===== src/bswc_pkg.sv =====
`timescale 1ns / 1ps
// Shared constants and types of the bucketed sliding window counter.
package bswc_pkg;

  localparam int BUCKETS      = 64;
  localparam int UNIT_SECONDS = 64;

  localparam int ADDR_W   = $clog2(BUCKETS);
  localparam int CNT_W    = $clog2(BUCKETS + 1);
  localparam int BUCKET_W = 16;
  localparam int TOTAL_W  = 22;
  localparam int TIME_W   = 32;

  localparam logic [TIME_W-1:0]  WIN_SPAN  = TIME_W'(BUCKETS * UNIT_SECONDS);
  localparam logic [TIME_W-1:0]  UNIT_T    = TIME_W'(UNIT_SECONDS);
  localparam logic [ADDR_W-1:0]  LAST_ADDR = ADDR_W'(BUCKETS - 1);
  localparam logic [CNT_W-1:0]   BUCKETS_C = CNT_W'(BUCKETS);

  typedef enum logic [1:0] {
    OP_CLEAR   = 2'd0,
    OP_ADVANCE = 2'd1,
    OP_COUNT   = 2'd2,
    OP_QUERY   = 2'd3
  } op_t;

  typedef enum logic [4:0] {
    ST_IDLE = 5'b00001,
    ST_ADV  = 5'b00010,
    ST_QRY  = 5'b00100,
    ST_CNT  = 5'b01000,
    ST_FIN  = 5'b10000
  } state_t;

endpackage


===== src/bucketed_sliding_window_counter_core.sv =====
`timescale 1ns / 1ps
// Top level of the bucketed sliding window event-rate counter.
//
//   channel  signals                                          direction
//   in       in_valid in_ready in_opcode in_now_time
//            in_period_seconds                                 to block
//   out      out_valid out_ready out_period_count
//            out_window_total                                  from block
//
// From acceptance, clear goes straight to ST_FIN and count through ST_CNT to ST_FIN;
// advance steps through ST_ADV one bucket per whole unit that elapsed (an advance that
// restarts the window takes the clear path) and query steps through ST_QRY one bucket
// per bucket summed (at most BUCKETS), each then passing ST_FIN, which registers
// out_valid; each step uses the one bucket RAM read port and one adder. The block takes
// no new transaction while one is in work or while a result waits unaccepted.
// Reset clears all buckets at once through per-entry valid flags.
module bucketed_sliding_window_counter_core
  import bswc_pkg::*;
(
  input  logic               clk,
  input  logic               rst_n,
  input  logic               in_valid,
  output logic               in_ready,
  input  logic [1:0]         in_opcode,
  input  logic [TIME_W-1:0]  in_now_time,
  input  logic [TIME_W-1:0]  in_period_seconds,
  output logic               out_valid,
  input  logic               out_ready,
  output logic [TOTAL_W-1:0] out_period_count,
  output logic [TOTAL_W-1:0] out_window_total
);

  state_t              state_r, state_nxt;
  logic [TIME_W-1:0]   base_r, base_nxt;
  logic [TOTAL_W-1:0]  total_r, total_nxt;
  logic [TOTAL_W-1:0]  sum_r, sum_nxt;
  logic [TIME_W-1:0]   rem_r, rem_nxt;
  logic [ADDR_W-1:0]   head_r, head_nxt;
  logic [ADDR_W-1:0]   qaddr_r, qaddr_nxt;
  logic [CNT_W-1:0]    cnt_r, cnt_nxt;
  logic                pend_r, pend_nxt;
  logic [ADDR_W-1:0]   paddr_r;
  logic                rvalid_r;
  logic [BUCKETS-1:0]  valid_r, valid_nxt;
  logic                out_valid_r, out_valid_nxt;
  logic [TOTAL_W-1:0]  out_period_r, out_period_nxt;
  logic [TOTAL_W-1:0]  out_total_r, out_total_nxt;

  logic                ram_we;
  logic [ADDR_W-1:0]   ram_waddr;
  logic [BUCKET_W-1:0] ram_wdata;
  logic [ADDR_W-1:0]   ram_raddr;
  logic [BUCKET_W-1:0] ram_rdata;

  logic                accept;
  logic [TIME_W-1:0]   elapsed;
  logic [BUCKET_W-1:0] rd_data_eff;
  logic [ADDR_W-1:0]   head_dec;
  logic [ADDR_W-1:0]   qaddr_inc;
  logic                rem_ge_unit;

  bswc_ram #(
    .WIDTH (BUCKET_W),
    .DEPTH (BUCKETS)
  ) u_ram (
    .clk   (clk),
    .we    (ram_we),
    .waddr (ram_waddr),
    .wdata (ram_wdata),
    .raddr (ram_raddr),
    .rdata (ram_rdata)
  );

  assign in_ready         = (state_r == ST_IDLE) && (!out_valid_r || out_ready);
  assign accept           = in_valid && in_ready;
  assign out_valid        = out_valid_r;
  assign out_period_count = out_period_r;
  assign out_window_total = out_total_r;

  assign elapsed     = in_now_time - base_r;
  assign rd_data_eff = rvalid_r ? ram_rdata : '0;
  assign head_dec    = (head_r == '0) ? LAST_ADDR : head_r - 1'b1;
  assign qaddr_inc   = (qaddr_r == LAST_ADDR) ? '0 : qaddr_r + 1'b1;
  assign rem_ge_unit = (rem_r >= UNIT_T);

  always_comb begin
    state_nxt      = state_r;
    base_nxt       = base_r;
    total_nxt      = total_r;
    sum_nxt        = sum_r;
    rem_nxt        = rem_r;
    head_nxt       = head_r;
    qaddr_nxt      = qaddr_r;
    cnt_nxt        = cnt_r;
    pend_nxt       = 1'b0;
    valid_nxt      = valid_r;
    out_valid_nxt  = out_valid_r;
    out_period_nxt = out_period_r;
    out_total_nxt  = out_total_r;
    ram_we         = 1'b0;
    ram_waddr      = head_r;
    ram_wdata      = rd_data_eff + 1'b1;
    ram_raddr      = head_r;

    if (out_valid_r && out_ready) begin
      out_valid_nxt = 1'b0;
    end

    unique case (state_r)
      ST_IDLE: begin
        if (accept) begin
          sum_nxt = '0;
          unique case (op_t'(in_opcode))
            OP_CLEAR: begin
              base_nxt  = in_now_time;
              total_nxt = '0;
              valid_nxt = '0;
              state_nxt = ST_FIN;
            end
            OP_ADVANCE: begin
              if ((in_now_time < base_r) || (elapsed >= WIN_SPAN)) begin
                base_nxt  = in_now_time;
                total_nxt = '0;
                valid_nxt = '0;
                state_nxt = ST_FIN;
              end else begin
                rem_nxt   = elapsed;
                state_nxt = ST_ADV;
              end
            end
            OP_COUNT: begin
              pend_nxt  = 1'b1;
              state_nxt = ST_CNT;
            end
            OP_QUERY: begin
              rem_nxt   = in_period_seconds;
              cnt_nxt   = '0;
              qaddr_nxt = head_r;
              state_nxt = ST_QRY;
            end
            default: state_nxt = ST_IDLE;
          endcase
        end
      end
      ST_ADV: begin
        if (pend_r) begin
          total_nxt          = total_r - TOTAL_W'(rd_data_eff);
          valid_nxt[paddr_r] = 1'b0;
        end
        if (rem_ge_unit) begin
          ram_raddr = head_dec;
          head_nxt  = head_dec;
          rem_nxt   = rem_r - UNIT_T;
          base_nxt  = base_r + UNIT_T;
          pend_nxt  = 1'b1;
        end else begin
          state_nxt = ST_FIN;
        end
      end
      ST_QRY: begin
        if (pend_r) begin
          sum_nxt = sum_r + TOTAL_W'(rd_data_eff);
        end
        if ((rem_r != '0) && (cnt_r != BUCKETS_C)) begin
          ram_raddr = qaddr_r;
          qaddr_nxt = qaddr_inc;
          cnt_nxt   = cnt_r + 1'b1;
          rem_nxt   = rem_ge_unit ? rem_r - UNIT_T : '0;
          pend_nxt  = 1'b1;
        end else begin
          state_nxt = ST_FIN;
        end
      end
      ST_CNT: begin
        ram_we            = 1'b1;
        valid_nxt[head_r] = 1'b1;
        total_nxt         = total_r + 1'b1;
        state_nxt         = ST_FIN;
      end
      ST_FIN: begin
        out_valid_nxt  = 1'b1;
        out_period_nxt = sum_r;
        out_total_nxt  = total_r;
        state_nxt      = ST_IDLE;
      end
      default: state_nxt = ST_IDLE;
    endcase
  end

  always_ff @(posedge clk) begin
    if (!rst_n) begin
      state_r     <= ST_IDLE;
      base_r      <= '0;
      total_r     <= '0;
      head_r      <= '0;
      pend_r      <= 1'b0;
      valid_r     <= '0;
      out_valid_r <= 1'b0;
    end else begin
      state_r     <= state_nxt;
      base_r      <= base_nxt;
      total_r     <= total_nxt;
      head_r      <= head_nxt;
      pend_r      <= pend_nxt;
      valid_r     <= valid_nxt;
      out_valid_r <= out_valid_nxt;
    end
  end

  always_ff @(posedge clk) begin
    sum_r        <= sum_nxt;
    rem_r        <= rem_nxt;
    qaddr_r      <= qaddr_nxt;
    cnt_r        <= cnt_nxt;
    paddr_r      <= ram_raddr;
    rvalid_r     <= valid_r[ram_raddr];
    out_period_r <= out_period_nxt;
    out_total_r  <= out_total_nxt;
  end

endmodule


===== src/bswc_ram.sv =====
`timescale 1ns / 1ps
// Generic single-write, single-read RAM with registered read data.
module bswc_ram #(
  parameter int WIDTH = 16,
  parameter int DEPTH = 64
) (
  input  logic                     clk,
  input  logic                     we,
  input  logic [$clog2(DEPTH)-1:0] waddr,
  input  logic [WIDTH-1:0]         wdata,
  input  logic [$clog2(DEPTH)-1:0] raddr,
  output logic [WIDTH-1:0]         rdata
);

  logic [WIDTH-1:0] mem [DEPTH];

  always_ff @(posedge clk) begin
    if (we) begin
      mem[waddr] <= wdata;
    end
    rdata <= mem[raddr];
  end

endmodule


===== config.mk =====
export PLATFORM = sky130hd
export DESIGN_NAME = bucketed_sliding_window_counter_core
export DESIGN_NICKNAME = d
export VERILOG_FILES = /design/src/bswc_pkg.sv /design/src/bucketed_sliding_window_counter_core.sv /design/src/bswc_ram.sv
export SDC_FILE = /design/constraint.sdc
export NUM_CORES = 2
export LEC_CHECK = 0
export BUFFER_PORTS_ARGS = -buffer_cell sky130_fd_sc_hd__buf_2
export CAP_MARGIN = 10
export CORE_UTILIZATION = 50
export CTS_CLUSTER_DIAMETER = 50
export DETAILED_ROUTE_END_ITERATION = 7
export PLACE_DENSITY = 0.71
export SYNTH_ARGS = -nofsm -noshare
export SYNTH_HDL_FRONTEND = slang
export SYNTH_SLANG_ARGS = --single-unit

===== constraint.sdc =====
create_clock -name clk -period 7.6 [get_ports clk]
set_clock_uncertainty 0.1 [all_clocks]
set_input_delay 0.76 -clock clk [delete_from_list [all_inputs] [get_ports clk]]
set_output_delay 0.76 -clock clk [all_outputs]
set_load 0.03 [all_outputs]

==> key figures <==
GRT
  • Met1 usage: 0.3843
  • Number of global-route vias before repair: 39727
  • Largest net degree at the start of global routing: about 160
  • Grt ovf: 0
  • GRT Total Usage: 0.2780
  • Initial antenna violation count: 2
  • Met3 Usage GRT: 0.05429
  • Met2 usage: 0.4363
  • GRT Max-Usage Layer: met2
  • First-pass GRT wire length: about 240000 um

Synth
  • Net Count, Synth: approximately 5300
  • Top FF cell, synth: edfxtp_1
  • Ys Warns: 0
  • Post-synthesis sequential area ratio: 0.6497
  • Synthesized area per cell: between 10 and 15 sq um
  • Synth cell types: 93
  • Syn Inst Count: 5143
  • Seq cells post-synth: between 1000 and 1500
  • Mapped cell area: between 50000 and 60000 sq um
  • EDFF count, synth: approximately 1100
  • Async SR Flop Fraction: 0

Setup path
  • Cell family with most CP delay: simple AND/OR/NAND/NOR gates
  • Critical path's largest stage delay: about 700 ps
  • Critical path startpoint category: register
  • Crit-path cells: nand2_2 -> buf_4 -> ha_2 -> nand2_1 -> nor3_1 -> nand3_1 -> and3_1 -> ha_1 -> and2_1 -> o21ai_0 -> o31ai_1 -> nor4_1 -> o31ai_1 -> a31o_2 -> a21o_1 -> a21oi_1 -> xnor2_1 -> nand2_1 -> o32ai_1
  • Crit path buf inv count: 1
  • CP max-delay cell: buf_4
  • Max FO, Critical Path: 68
  • Critical setup path kind: register to register
  • Critical path endpoint category: register
  • Critical Path RT: between 8000 and 9000 ps
  • WP data arrival: about 6200 ps

Drt
  • DR pass1 iterations: 6
  • Initial DRC Count: about 5700
  • Wire per inst: between 20 and 25 um
  • Vias/cell: roughly 6.2
  • DRT Wirelength: approximately 160000 um
  • Vias: around 42000
  • Post-DRT Antenna Nets: 0
  • DRC Markers: 0

Job
  • Maxcap violations: 0

Clock network
  • Max H-tree Level: 4
  • Clock sink count: about 1300
  • Worst-skew pair later-pin latency: roughly 760 ps
  • Setup bufs post-CTS: 0
  • CTS clk-pin slew, worst paths: about 60 ps
  • CTS tree: yes
  • CTS resizes: 0
  • Hold-fix buffers, CTS: 0
  • Root buffer cell: clkbuf_16
  • Bufs on Longest Clock Path: 3
  • Num CTS Buffers: roughly 140

Floorplanning
  • Area of the die: 115800 sq um
  • Die Width: 340.2 um
  • Core Area: ~110000 sq um
  • Die height: approximately 340 um
  • Initial Utilization: 0.5064
  • Placement Rows: between 100 and 150
  • # IOs: 116

Cells and area
  • Layout Area Growth over Synthesis: 12.02%
  • Layout cells sized above 1: 0.1008
  • Most frequent cells in the layout: nand2_1 (1212), edfxtp_1 (1135), nand3_1 (414)
  • Nets: between 5000 and 6000
  • Most common cell after layout, fill and taps aside: nand2_1
  • Fillers: roughly 9200

Placed design
  • GPL Wtd Cong: a little under 1
  • Port Buffers: 115
  • Post-DP HPWL: between 90000 and 100000 um

STA
  • Min cycle time layout: between 5000 and 6000 ps
  • Final setup fails: 0
  • Fmax achieved: ~0.18 GHz
  • Worst Tran Pin Value: ~1200 ps
  • Post-route setup TNS: 0 ps
  • Worst relative slew slack: 0.2077
  • Hold Fails Final Rpt: 0
  • RSZ-0062 raised after global routing: no
  • Pins Over Slew Limit: 0
  • Final worst-path cycle share: 0.7479

Hold path
  • Hold Path Class: primary input to register

Power and ir drop
  • Net Sw Frac: 0.2679
  • Switching power: between 4 and 5 mW
  • Leakage power: roughly 23 nW
  • Clk pwr share: 0.390
  • Internal power: ~13 mW
  • Total power: between 15 and 20 mW
  • Flop pwr share: 0.474
  • Comb pwr share: 0.136
  • Peak VDD IR: between 200 and 250 uV
  • Power Density: 267.3 nW/um^2

Status
  • Status: finished, final reports clean
layout make-up:
type | instances | area, sq um | share of cell area
antenna | 2 | 5.005 | 0.00007811
tap | 1500 | 1877 | 0.02929
timing repair buffer | 255 | 1752 | 0.02734
sequential | 1289 | 37170 | 0.5800
clock buffer | 187 | 3840 | 0.05993
inverter | 88 | 341.6 | 0.005331
multi-input combinational | 3453 | 18420 | 0.2874
clock inverter | 75 | 679.4 | 0.01060
cells by family (layout without fill, tap and decap cells):
kind of cell / after synthesis / count (layout) / synth area share
DFF: 1289 / 1289 / 0.6497
other: 0 / 2 / 0
xor gates and xnor gates: 100 / 100 / 0.01531
buffers and inverters: 401 / 605 / 0.03113
and+or+nand+nor: 2327 / 2327 / 0.1799
muxes: 26 / 26 / 0.004593
AOI/OAI and AO/OA: 917 / 917 / 0.1008
adders and majority gates: 83 / 83 / 0.01855
per-layer routing:
metal / wire [um] / vias up / part of all wire
li1: - / 18954 / -
met1: 64250 / 20574 / 0.39
met2: 75220 / 2488 / 0.46
met3: 18080 / 372 / 0.11
met4: 6193 / 0 / 0.038
met5: 0 / - / 0
worst min-delay path: stages:
cell     delay [ps]
buf_2            80
a31oi_1          60
nor2_1           70
path summary, 6_finish.rpt:
path,from,end,slack (ps),depth (start not counted)
min reg2reg,sum_r[13],out_period_count[13],360,0
max reg2reg,rvalid_r,total_r[20],1920,19
min,in_now_time[0],base_r[0],180,3
max,rvalid_r,total_r[20],1920,19
through the flow:
step                      hold WS, ps  cell area [sq um]  worst slack (ps)  instances  utilization
final                           177.7              64080              1916       6849       0.5672
after detailed placement        352.0              59550              2107       6585       0.5272
after floorplan                 330.3              57200              1336       5143            -
after global placement          343.4              59550              2164       6585       0.5272
after global routing            212.3              64070              1568       6848       0.5672
after CTS                       150.1              64070              1994       6847       0.5672
sequential cells by signal, summed over array words and instances, names as in the netlist:
register	flops
valid_r	64
paddr_r	6
out_valid	1
out_window_total	22
out_period_count	22
u_ram.mem	1024
sum_r	22
total_r	22
state_r	5
head_r	6
cnt_r	7
rem_r	32
pend_r	1
rvalid_r	1
qaddr_r	6
u_ram.rdata	16
base_r	32
synthesized netlist by cell type, types with 6 or more instances:
cell | count | share of area
nand2_1 | 1214 | 0.080
edfxtp_1 | 1135 | 0.60
nand3_1 | 414 | 0.036
nor2_1 | 305 | 0.020
a21oi_1 | 278 | 0.024
o21ai_0 | 184 | 0.016
dfxtp_1 | 154 | 0.054
clkbuf_1 | 149 | 0.0098
and3_1 | 146 | 0.016
a31oi_1 | 127 | 0.014
buf_2 | 118 | 0.010
inv_1 | 84 | 0.0055
ha_1 | 80 | 0.017
nor3_1 | 77 | 0.0067
xnor2_1 | 68 | 0.010
o22ai_1 | 58 | 0.0063
a311oi_1 | 39 | 0.0060
o211ai_1 | 32 | 0.0042
xor2_1 | 32 | 0.0049
a21o_1 | 26 | 0.0034
mux2i_1 | 24 | 0.0042
buf_1 | 20 | 0.0013
or3_1 | 20 | 0.0022
nand2b_1 | 19 | 0.0021
nor4_1 | 19 | 0.0021
and2_1 | 18 | 0.0020
buf_4 | 18 | 0.0024
o311ai_1 | 17 | 0.0026
nand4_1 | 16 | 0.0017
o21a_1 | 16 | 0.0021
o31ai_1 | 16 | 0.0021
o32a_1 | 16 | 0.0028
nand3b_1 | 15 | 0.0020
a211oi_1 | 14 | 0.0018
o32ai_1 | 14 | 0.0021
nor2b_1 | 13 | 0.0014
or2_2 | 10 | 0.0011
buf_6 | 8 | 0.0016
a22oi_1 | 7 | 0.00092
o2111ai_1 | 7 | 0.0011
o21bai_1 | 7 | 0.00092
nor3b_1 | 6 | 0.00079
power by group through the flow:
stage	combinational (mW)	clock [mW]	sequential [mW]
6_report	2.32	6.68	8.13
5_1_grt	2.52	7.00	8.14
4_1_cts	2.29	6.73	8.12
3_5_place_dp	2.28	0	8.27
3_3_place_gp	2.25	0	8.26
2_1_floorplan	1.63	0	8.23
No activity file was read; power rests on OpenSTA's default activity.
